$ cat src/rtl/mtg_pkg.sv
// ---------------------------------------------------------------------------
// mtg_pkg
// shared types and constants of the goal-seeking point mover
// ---------------------------------------------------------------------------
package mtg_pkg;

    localparam int POS_WIDTH_DEF  = 32;
    localparam int QUAT_WIDTH_DEF = 16;

    localparam logic [30:0] STEP_LENGTH_RST      = 31'd3277;
    localparam logic [30:0] ARRIVE_THRESHOLD_RST = 31'd6554;

    typedef enum logic [1:0] {
        OP_TICK     = 2'd0,
        OP_SET_GOAL = 2'd1,
        OP_RESTART  = 2'd2
    } op_t;

    typedef enum logic [2:0] {
        REG_STEP_LENGTH      = 3'd0,
        REG_ARRIVE_THRESHOLD = 3'd1,
        REG_START_X          = 3'd2,
        REG_START_Y          = 3'd3,
        REG_START_Z          = 3'd4
    } cfg_idx_t;

    typedef enum logic [3:0] {
        ST_IDLE,
        ST_DELTA,
        ST_NORM,
        ST_SQ,
        ST_THR,
        ST_DSQ,
        ST_STEP_MUL,
        ST_CDIV,
        ST_UPD,
        ST_RSQ,
        ST_HLOAD,
        ST_HDIV,
        ST_HSQ,
        ST_DONE
    } state_t;

endpackage

$ cat src/rtl/move_toward_goal_step_top.sv
// ---------------------------------------------------------------------------
// move_toward_goal_step_top
// point mover that steps a 3d position toward an armed goal, bit-serial
// ---------------------------------------------------------------------------
// Items enter on the s_ channel (valid/ready) with an operation code and a
// goal. set_goal and restart are taken while idle and give no result. A
// tick gives one pose on the m_ channel (valid/ready). Registers are written
// through cfg_wr_en/cfg_addr/cfg_wdata with no wait.
// One item is worked on at a time. A tick with no armed goal goes straight
// to the result step; an armed tick that does not move passes delta, range
// normalize and four shift-add squares. A moving tick then runs a square
// root, three rounds of a multiply and a restoring divide, a planar square
// root and two heading rounds of a divide and a root. The multiplier,
// divider and root unit are serial and shared. After reset the position is
// zero, no goal is armed and the heading is identity. The result sits in an
// output register; the next item is accepted while it waits, and a later
// tick holds in its final step until the receiver takes the earlier pose.
// ---------------------------------------------------------------------------
module move_toward_goal_step_top
    import mtg_pkg::*;
#(
    parameter int POS_WIDTH  = POS_WIDTH_DEF,
    parameter int QUAT_WIDTH = QUAT_WIDTH_DEF
) (
    input  logic                         aclk,
    input  logic                         aresetn,
    input  logic                         cfg_wr_en,
    input  logic [2:0]                   cfg_addr,
    input  logic [31:0]                  cfg_wdata,
    input  logic                         s_valid,
    output logic                         s_ready,
    input  logic [1:0]                   s_operation,
    input  logic signed [31:0]           s_target_x,
    input  logic signed [31:0]           s_target_y,
    input  logic signed [31:0]           s_target_z,
    output logic                         m_valid,
    input  logic                         m_ready,
    output logic signed [POS_WIDTH-1:0]  m_out_x,
    output logic signed [POS_WIDTH-1:0]  m_out_y,
    output logic signed [POS_WIDTH-1:0]  m_out_z,
    output logic signed [QUAT_WIDTH-1:0] m_quat_z,
    output logic signed [QUAT_WIDTH-1:0] m_quat_w,
    output logic                         m_moved,
    output logic                         m_saturated
);

    localparam int QF    = QUAT_WIDTH - 2;
    localparam int HK    = 2 * QF - 1;
    localparam int EW    = ((POS_WIDTH > 32) ? POS_WIDTH : 32) + 1;
    localparam int NPW   = EW + 2;
    localparam int CN    = 63;
    localparam int HN    = 33 + HK;
    localparam int DVD_W = (CN > HN) ? CN : HN;
    localparam int CNT_W = $clog2(DVD_W);

    localparam logic signed [QUAT_WIDTH-1:0] QONE = {2'b01, {QF{1'b0}}};
    localparam logic signed [NPW-1:0] PMAX =
        {{(NPW-POS_WIDTH+1){1'b0}}, {(POS_WIDTH-1){1'b1}}};
    localparam logic signed [NPW-1:0] PMIN =
        {{(NPW-POS_WIDTH+1){1'b1}}, {(POS_WIDTH-1){1'b0}}};

    localparam logic [CNT_W-1:0] MUL_LAST = CNT_W'(30);
    localparam logic [CNT_W-1:0] SQ_LAST  = CNT_W'(31);
    localparam logic [CNT_W-1:0] CDV_LAST = CNT_W'(CN - 1);
    localparam logic [CNT_W-1:0] HDV_LAST = CNT_W'(HN - 1);

    function automatic logic signed [POS_WIDTH-1:0] clamp_pos(
        input logic signed [NPW-1:0] v
    );
        logic signed [NPW-1:0] c;
        c = v;
        if (v > PMAX) begin
            c = PMAX;
        end else if (v < PMIN) begin
            c = PMIN;
        end
        return c[POS_WIDTH-1:0];
    endfunction

    state_t state_reg, state_next;

    logic [30:0]                  step_reg, thr_reg;
    logic signed [31:0]           start_reg [3];
    logic signed [POS_WIDTH-1:0]  pos_reg [3];
    logic signed [31:0]           goal_reg [3];
    logic                         armed_reg;
    logic signed [QUAT_WIDTH-1:0] hz_reg, hw_reg;

    logic [EW-1:0]                mag_reg [3];
    logic                         neg_reg [3];
    logic                         far_reg;
    logic [1:0]                   idx_reg;
    logic [CNT_W-1:0]             cnt_reg;
    logic                         moved_reg, sat_reg;

    logic [63:0]                  acc_reg, sum_reg, planar_reg;
    logic [61:0]                  mul_a_reg;
    logic [30:0]                  mul_b_reg;
    logic [63:0]                  sq_n_reg;
    logic [32:0]                  sq_rem_reg;
    logic [31:0]                  sq_root_reg;
    logic [DVD_W-1:0]             div_dq_reg;
    logic [31:0]                  div_rem_reg;
    logic [31:0]                  dist_reg;

    logic                         m_valid_reg;
    logic signed [POS_WIDTH-1:0]  o_x_reg, o_y_reg, o_z_reg;
    logic signed [QUAT_WIDTH-1:0] o_qz_reg, o_qw_reg;
    logic                         o_moved_reg, o_sat_reg;

    logic        s_fire, hi_any, mul_last, sq_last, out_free;
    logic [63:0] mul_acc_next;
    logic [34:0] sq_t, sq_trial;
    logic        sq_ge;
    logic [32:0] sq_rem_next;
    logic [31:0] sq_root_next;
    logic [32:0] sq_round;
    logic [32:0] div_t;
    logic        div_ge;
    logic [31:0] div_rem_next;
    logic [DVD_W-1:0] div_dq_next;
    logic [30:0] ms [3];
    logic [32:0] h_plus, h_minus, h_sel;
    logic signed [NPW-1:0] np;
    logic signed [POS_WIDTH-1:0] np_c;
    logic [62:0] c_num;

    // serial arithmetic steps
    always_comb begin
        for (int i = 0; i < 3; i++) begin
            ms[i] = mag_reg[i][30:0];
        end
        hi_any       = (|mag_reg[0][EW-1:31]) | (|mag_reg[1][EW-1:31])
                     | (|mag_reg[2][EW-1:31]);
        mul_acc_next = acc_reg + (mul_b_reg[0] ? {2'b00, mul_a_reg} : 64'd0);
        sq_t         = {sq_rem_reg, sq_n_reg[63:62]};
        sq_trial     = {1'b0, sq_root_reg, 2'b01};
        sq_ge        = sq_t >= sq_trial;
        sq_rem_next  = sq_ge ? 33'(sq_t - sq_trial) : sq_t[32:0];
        sq_root_next = {sq_root_reg[30:0], sq_ge};
        sq_round     = {1'b0, sq_root_next}
                     + {32'd0, (sq_rem_next > {1'b0, sq_root_next})};
        div_t        = {div_rem_reg, div_dq_reg[DVD_W-1]};
        div_ge       = div_t >= {1'b0, dist_reg};
        div_rem_next = div_ge ? 32'(div_t - {1'b0, dist_reg}) : div_t[31:0];
        div_dq_next  = {div_dq_reg[DVD_W-2:0], div_ge};
        h_plus       = neg_reg[0] ? {1'b0, dist_reg} - {2'b00, ms[0]}
                                  : {1'b0, dist_reg} + {2'b00, ms[0]};
        h_minus      = neg_reg[0] ? {1'b0, dist_reg} + {2'b00, ms[0]}
                                  : {1'b0, dist_reg} - {2'b00, ms[0]};
        h_sel        = (idx_reg == 2'd0) ? h_plus : h_minus;
        c_num        = mul_acc_next[62:0] + {32'd0, dist_reg[31:1]};
        if (neg_reg[idx_reg]) begin
            np = NPW'(pos_reg[idx_reg]) - NPW'({1'b0, div_dq_reg[32:0]});
        end else begin
            np = NPW'(pos_reg[idx_reg]) + NPW'({1'b0, div_dq_reg[32:0]});
        end
        np_c         = clamp_pos(np);
        mul_last     = cnt_reg == MUL_LAST;
        sq_last      = cnt_reg == SQ_LAST;
    end

    // next state
    always_comb begin
        state_next = state_reg;
        case (state_reg)
            ST_IDLE: begin
                if (s_fire && op_t'(s_operation) == OP_TICK) begin
                    state_next = armed_reg ? ST_DELTA : ST_DONE;
                end
            end
            ST_DELTA: state_next = ST_NORM;
            ST_NORM: begin
                if (!hi_any) begin
                    state_next = ST_SQ;
                end
            end
            ST_SQ: begin
                if (mul_last && idx_reg == 2'd2) begin
                    state_next = ST_THR;
                end
            end
            ST_THR: begin
                if (mul_last) begin
                    state_next = (far_reg || sum_reg > mul_acc_next) ? ST_DSQ : ST_DONE;
                end
            end
            ST_DSQ: begin
                if (sq_last) begin
                    state_next = ST_STEP_MUL;
                end
            end
            ST_STEP_MUL: begin
                if (mul_last) begin
                    state_next = ST_CDIV;
                end
            end
            ST_CDIV: begin
                if (cnt_reg == CDV_LAST) begin
                    state_next = ST_UPD;
                end
            end
            ST_UPD: state_next = (idx_reg == 2'd2) ? ST_RSQ : ST_STEP_MUL;
            ST_RSQ: begin
                if (sq_last) begin
                    state_next = (sq_root_next == 32'd0) ? ST_DONE : ST_HLOAD;
                end
            end
            ST_HLOAD: state_next = ST_HDIV;
            ST_HDIV: begin
                if (cnt_reg == HDV_LAST) begin
                    state_next = ST_HSQ;
                end
            end
            ST_HSQ: begin
                if (sq_last) begin
                    state_next = (idx_reg == 2'd0) ? ST_HLOAD : ST_DONE;
                end
            end
            ST_DONE: begin
                if (out_free) begin
                    state_next = ST_IDLE;
                end
            end
            default: state_next = ST_IDLE;
        endcase
    end

    // handshake outputs
    always_comb begin
        s_ready     = state_reg == ST_IDLE;
        s_fire      = s_valid && s_ready;
        out_free    = !m_valid_reg || m_ready;
        m_valid     = m_valid_reg;
        m_out_x     = o_x_reg;
        m_out_y     = o_y_reg;
        m_out_z     = o_z_reg;
        m_quat_z    = o_qz_reg;
        m_quat_w    = o_qw_reg;
        m_moved     = o_moved_reg;
        m_saturated = o_sat_reg;
    end

    // control and architectural state
    always_ff @(posedge aclk) begin
        if (!aresetn) begin
            state_reg   <= ST_IDLE;
            m_valid_reg <= 1'b0;
            armed_reg   <= 1'b0;
            step_reg    <= STEP_LENGTH_RST;
            thr_reg     <= ARRIVE_THRESHOLD_RST;
            for (int i = 0; i < 3; i++) begin
                start_reg[i] <= '0;
                pos_reg[i]   <= '0;
            end
            hz_reg      <= '0;
            hw_reg      <= QONE;
        end else begin
            state_reg <= state_next;
            if (cfg_wr_en) begin
                case (cfg_idx_t'(cfg_addr))
                    REG_STEP_LENGTH:      step_reg     <= cfg_wdata[30:0];
                    REG_ARRIVE_THRESHOLD: thr_reg      <= cfg_wdata[30:0];
                    REG_START_X:          start_reg[0] <= cfg_wdata;
                    REG_START_Y:          start_reg[1] <= cfg_wdata;
                    REG_START_Z:          start_reg[2] <= cfg_wdata;
                    default: ;
                endcase
            end
            if (state_reg == ST_DONE && out_free) begin
                m_valid_reg <= 1'b1;
            end else if (m_ready) begin
                m_valid_reg <= 1'b0;
            end
            case (state_reg)
                ST_IDLE: begin
                    if (s_fire) begin
                        case (op_t'(s_operation))
                            OP_SET_GOAL: armed_reg <= 1'b1;
                            OP_RESTART: begin
                                armed_reg <= 1'b0;
                                hz_reg    <= '0;
                                hw_reg    <= QONE;
                                for (int i = 0; i < 3; i++) begin
                                    pos_reg[i] <= clamp_pos(NPW'(start_reg[i]));
                                end
                            end
                            default: ;
                        endcase
                    end
                end
                ST_UPD: pos_reg[idx_reg] <= np_c;
                ST_RSQ: begin
                    if (sq_last && sq_root_next == 32'd0) begin
                        hz_reg <= '0;
                        hw_reg <= QONE;
                    end
                end
                ST_HSQ: begin
                    if (sq_last) begin
                        if (idx_reg == 2'd0) begin
                            hw_reg <= QUAT_WIDTH'(sq_round);
                        end else if (neg_reg[1] && ms[1] != 31'd0) begin
                            hz_reg <= -QUAT_WIDTH'(sq_round);
                        end else begin
                            hz_reg <= QUAT_WIDTH'(sq_round);
                        end
                    end
                end
                default: ;
            endcase
        end
    end

    // serial datapath
    always_ff @(posedge aclk) begin
        case (state_reg)
            ST_IDLE: begin
                moved_reg <= 1'b0;
                sat_reg   <= 1'b0;
                far_reg   <= 1'b0;
                if (s_fire && op_t'(s_operation) == OP_SET_GOAL) begin
                    goal_reg[0] <= s_target_x;
                    goal_reg[1] <= s_target_y;
                    goal_reg[2] <= s_target_z;
                end
            end
            ST_DELTA: begin
                for (int i = 0; i < 3; i++) begin
                    logic signed [EW-1:0] d;
                    d = EW'(goal_reg[i]) - EW'(pos_reg[i]);
                    neg_reg[i] <= d[EW-1];
                    mag_reg[i] <= d[EW-1] ? -d : d;
                end
            end
            ST_NORM: begin
                if (hi_any) begin
                    far_reg <= 1'b1;
                    for (int i = 0; i < 3; i++) begin
                        mag_reg[i] <= mag_reg[i] >> 1;
                    end
                end else begin
                    acc_reg   <= '0;
                    mul_a_reg <= {31'd0, ms[0]};
                    mul_b_reg <= ms[0];
                    cnt_reg   <= '0;
                    idx_reg   <= 2'd0;
                end
            end
            ST_SQ: begin
                if (mul_last) begin
                    cnt_reg <= '0;
                    if (idx_reg == 2'd2) begin
                        sum_reg   <= mul_acc_next;
                        acc_reg   <= '0;
                        mul_a_reg <= {31'd0, thr_reg};
                        mul_b_reg <= thr_reg;
                    end else begin
                        if (idx_reg == 2'd1) begin
                            planar_reg <= mul_acc_next;
                        end
                        acc_reg   <= mul_acc_next;
                        idx_reg   <= idx_reg + 1'b1;
                        mul_a_reg <= {31'd0, ms[idx_reg + 1'b1]};
                        mul_b_reg <= ms[idx_reg + 1'b1];
                    end
                end else begin
                    acc_reg   <= mul_acc_next;
                    mul_a_reg <= mul_a_reg << 1;
                    mul_b_reg <= mul_b_reg >> 1;
                    cnt_reg   <= cnt_reg + 1'b1;
                end
            end
            ST_THR: begin
                acc_reg   <= mul_acc_next;
                mul_a_reg <= mul_a_reg << 1;
                mul_b_reg <= mul_b_reg >> 1;
                cnt_reg   <= mul_last ? '0 : cnt_reg + 1'b1;
                sq_n_reg    <= sum_reg;
                sq_rem_reg  <= '0;
                sq_root_reg <= '0;
            end
            ST_DSQ, ST_RSQ, ST_HSQ: begin
                sq_n_reg    <= sq_n_reg << 2;
                sq_rem_reg  <= sq_rem_next;
                sq_root_reg <= sq_root_next;
                cnt_reg     <= sq_last ? '0 : cnt_reg + 1'b1;
                if (sq_last && state_reg == ST_DSQ) begin
                    dist_reg  <= sq_root_next;
                    idx_reg   <= 2'd0;
                    acc_reg   <= '0;
                    mul_a_reg <= {31'd0, step_reg};
                    mul_b_reg <= ms[0];
                end
                if (sq_last && state_reg == ST_RSQ) begin
                    dist_reg <= sq_root_next;
                    idx_reg  <= 2'd0;
                end
                if (sq_last && state_reg == ST_HSQ) begin
                    idx_reg <= 2'd1;
                end
            end
            ST_STEP_MUL: begin
                acc_reg   <= mul_acc_next;
                mul_a_reg <= mul_a_reg << 1;
                mul_b_reg <= mul_b_reg >> 1;
                cnt_reg   <= mul_last ? '0 : cnt_reg + 1'b1;
                div_dq_reg  <= DVD_W'(c_num) << (DVD_W - CN);
                div_rem_reg <= '0;
            end
            ST_CDIV, ST_HDIV: begin
                div_dq_reg  <= div_dq_next;
                div_rem_reg <= div_rem_next;
                sq_n_reg    <= 64'(div_dq_next);
                sq_rem_reg  <= '0;
                sq_root_reg <= '0;
                if ((state_reg == ST_CDIV && cnt_reg == CDV_LAST)
                    || (state_reg == ST_HDIV && cnt_reg == HDV_LAST)) begin
                    cnt_reg <= '0;
                end else begin
                    cnt_reg <= cnt_reg + 1'b1;
                end
            end
            ST_UPD: begin
                if (np_c != pos_reg[idx_reg]) begin
                    moved_reg <= 1'b1;
                end
                if (np != NPW'(np_c)) begin
                    sat_reg <= 1'b1;
                end
                idx_reg   <= idx_reg + 1'b1;
                acc_reg   <= '0;
                mul_a_reg <= {31'd0, step_reg};
                mul_b_reg <= ms[idx_reg + 1'b1];
                cnt_reg   <= '0;
                sq_n_reg    <= planar_reg;
                sq_rem_reg  <= '0;
                sq_root_reg <= '0;
            end
            ST_HLOAD: begin
                div_dq_reg  <= DVD_W'(h_sel) << (DVD_W - 33);
                div_rem_reg <= '0;
                cnt_reg     <= '0;
            end
            default: ;
        endcase
        if (state_reg == ST_DONE && out_free) begin
            o_x_reg     <= pos_reg[0];
            o_y_reg     <= pos_reg[1];
            o_z_reg     <= pos_reg[2];
            o_qz_reg    <= hz_reg;
            o_qw_reg    <= hw_reg;
            o_moved_reg <= moved_reg;
            o_sat_reg   <= sat_reg;
        end
    end

    a_goal_arms: assert property (@(posedge aclk) disable iff (!aresetn)
        (s_fire && s_operation == OP_SET_GOAL) |=> armed_reg)
        else $error("set_goal transfer did not arm the goal");

    a_restart_heading: assert property (@(posedge aclk) disable iff (!aresetn)
        (s_fire && s_operation == OP_RESTART) |=> (!armed_reg && hw_reg == QONE
            && hz_reg == '0))
        else $error("restart did not reset heading and goal flag");

    a_quat_range: assert property (@(posedge aclk) disable iff (!aresetn)
        m_valid |-> (m_quat_w <= QONE && m_quat_w >= -QONE
            && m_quat_z <= QONE && m_quat_z >= -QONE))
        else $error("quaternion component out of range");

    a_result_source: assert property (@(posedge aclk) disable iff (!aresetn)
        $rose(m_valid) |-> $past(state_reg == ST_DONE))
        else $error("result raised outside the final step");

endmodule
$ cat config.mk
export PLATFORM = sky130hd
export DESIGN_NAME = move_toward_goal_step_top
export DESIGN_NICKNAME = d
export VERILOG_FILES = /design/src/rtl/mtg_pkg.sv /design/src/rtl/move_toward_goal_step_top.sv
export SDC_FILE = /design/constraint.sdc
export NUM_CORES = 2
export LEC_CHECK = 0
export BUFFER_PORTS_ARGS = -buffer_cell sky130_fd_sc_hd__buf_4
export CORE_MARGIN = 2
export CORE_UTILIZATION = 55
export CTS_BUF_LIST = sky130_fd_sc_hd__clkbuf_2 sky130_fd_sc_hd__clkbuf_4 sky130_fd_sc_hd__clkbuf_8
export DETAILED_ROUTE_END_ITERATION = 12
export PLACE_DENSITY = 0.7
export SYNTH_ARGS = -nofsm -noshare
export SYNTH_HDL_FRONTEND = slang
export SYNTH_SLANG_ARGS = --single-unit
$ cat constraint.sdc
create_clock -name aclk -period 14.23 [get_ports aclk]
set_input_delay 1.423 -clock aclk [delete_from_list [all_inputs] [get_ports aclk]]
set_output_delay 1.423 -clock aclk [all_outputs]
set_load 0.02 [all_outputs]
==> out/results.tsv <==
metric	value	unit
yosys warns	0	
Finished Core Util	61.55	%
met3 GRT Util	13.18	%
status	finished, final reports clean	
Ports	270	
H-tree depth	4	
largest area contributor in the netlist	edfxtp_1	
WP buf/inv	2	
most used routing layer	met2	
Die Footprint	135300	µm²
Remaining DRCs	0	
met2 Use GR	52.25	%
CP Class	reg2reg	
Post-CTS Setup Bufs	0	
post-synthesis sequential area ratio	48.33	%
Final Max Slew Viols	0	
placed insts	9015	
Synth Net Count	7828	
largest net degree at the start of global routing	105	
final setup vio count	0	
Slew HR	14.52	%
min Tclk post-route	9722	ps
clock root buffer	clkbuf_8	
Largest register FFs	128	
met1 usage	50.18	%
antenna violations before repair	24	
mapped cell area	72830	µm²
worst path required time	15060	ps
area share of the largest cell type after synthesis	45.52	%
vias in the first global route	56325	
first-pass detailed-route iteration total	7	
CTS Buf Count	197	
ys async rst share	0	%
cell mode on critical path	o21ai_0	
Clock Path Buffers	3	
Post-DP HPWL	187300	µm
R2R Setup Slk	4510	ps
Worst path top cell family by delay	compound AO/OA/AOI/OAI gates	
die width	367.9	µm
number of synthesized flops with an enable pin	1104	
CP max FO	47	
TritonCTS clock tree	done	
RSZ-0062 raised after global routing	false	
Avg Vias per Cell	6.426	
non-filler instance count after layout	9388	
clk sinks	1206	
CP Capture Type	register	
final hold vios	0	
maxcap violations	0	
Final nets	8069	
# hold bufs at CTS	0	
vias	60329	
port bufs	269	
Critical Path AT	10550	ps
Setup TNS Final	0	ps
Post-Route WL	251200	µm
Worst-Margin Slew	1282	ps
largest cells by area after synthesis	edfxtp_1 (46%), ha_1 (8.0%), a21oi_1 (4.7%)	
Synth top cells by count	edfxtp_1 (1104), nor2_1 (712), a21oi_1 (682), nand2_1 (591), ha_1 (463)	
Synth Flop Type	edfxtp_1	
worst hold path type	reg2reg	
most numerous cell in the Yosys netlist	edfxtp_1	
area grow syn2layout	11.10	%
first-pass GRT wire length	365100	µm
antenna violation net count after detailed routing	0	
Setup Skew	59.97	ps
GR Overflow Total	0	
wire length per cell	26.76	µm
Clock Latency Late Sink	950	ps
Critical Path Start Type	register	
final worst-path cycle share	68.32	%
number of DRC markers in iteration 0	8176	
# rows	133	
clock-pin slew on the worst setup and hold paths	70	ps
Seq cells post-synth	1206	
gr usage total	36.24	%
Netlist cell types	100	
gpl congestion	1.028	
Synth Area per Inst	10.09	µm²
total core area	131500	µm²
slowest CP cell	a2111oi_0	
Hold WS	420.4	ps
max incr delay on CP	590	ps
share of post-route cells with drive strength above 1	10.78	%
FMAX	102.9	MHz
die height	367.9	µm
Synth Instances	7218	
post-cts resize count	0	
Initial Util	55.40	%
[stage by stage]
| stage | worst slack, ps | cell area (µm²) |
|---|---|---|
| final | 4508 | 80910 |
| after CTS | 4516 | 80890 |
| after global routing | 3865 | 80890 |
| after global placement | 4649 | 76710 |
| after floorplan | 3193 | 72830 |
| after detailed placement | 4549 | 76710 |
[cells by family after synthesis]
logic type / synth area share [%]
and+or+nand+nor: 13.98
xor gates and xnor gates: 5.652
AOI/OAI and AO/OA: 17.37
buffers and inverters: 3.836
DFF: 48.33
adders and majority gates: 8.202
muxes: 2.632
[path summary, 6_finish.rpt]
| check | to | cells after the start | start |
|---|---|---|---|
| setup reg to reg | hz_reg[11] | 36 | sq_root_reg[0] |
| setup / recovery | hz_reg[11] | 36 | sq_root_reg[0] |
| hold / removal | m_saturated | 0 | sat_reg |
| hold reg to reg | m_saturated | 0 | sat_reg |
[routing by layer]
layer	share of wire (%)	routed length [µm]
met5	0.040	100
met4	3.9	9724
met3	14	36170
met2	42	105000
met1	40	100300
[cells in the final DEF, fill, tap and decap left out, types with 40 or more instances in the layout]
| master | n |
|---|---|
| buf_4 | 362 |
| nor3_1 | 97 |
| a21o_1 | 211 |
| nor2_1 | 705 |
| nand2b_1 | 69 |
| a22oi_1 | 40 |
| o31ai_1 | 64 |
| mux2i_1 | 97 |
| a31oi_1 | 75 |
| nand4_1 | 71 |
| xnor2_1 | 299 |
| a21oi_1 | 682 |
| ha_1 | 462 |
| clkinv_1 | 48 |
| clkbuf_4 | 61 |
| a22o_1 | 51 |
| o21a_1 | 51 |
| edfxtp_1 | 1104 |
| nor2b_1 | 66 |
| o21bai_1 | 49 |
| xor2_1 | 169 |
| o21ai_0 | 434 |
| nor4_1 | 47 |
| and2_1 | 186 |
| nand2_1 | 591 |
| dfxtp_1 | 100 |
| nand3_1 | 173 |
| clkbuf_8 | 206 |
| inv_1 | 418 |
[area by class of cell]
| type | count | area (µm²) |
|---|---|---|
| Antenna cell | 10 | 25.02 |
| Clock inverter | 96 | 879.6 |
| Tap cell | 1755 | 2196 |
| Clock buffer | 267 | 3293 |
| Inverter | 420 | 1577 |
| Sequential cell | 1206 | 35200 |
| Fill cell | 11008 | 50550 |
| Multi-Input combinational cell | 5272 | 35030 |
| Timing Repair Buffer | 362 | 2718 |
Power is left out: the tool's default activity adds up to more than one toggle a clock period on the data nets, which glitch-free logic cannot reach.
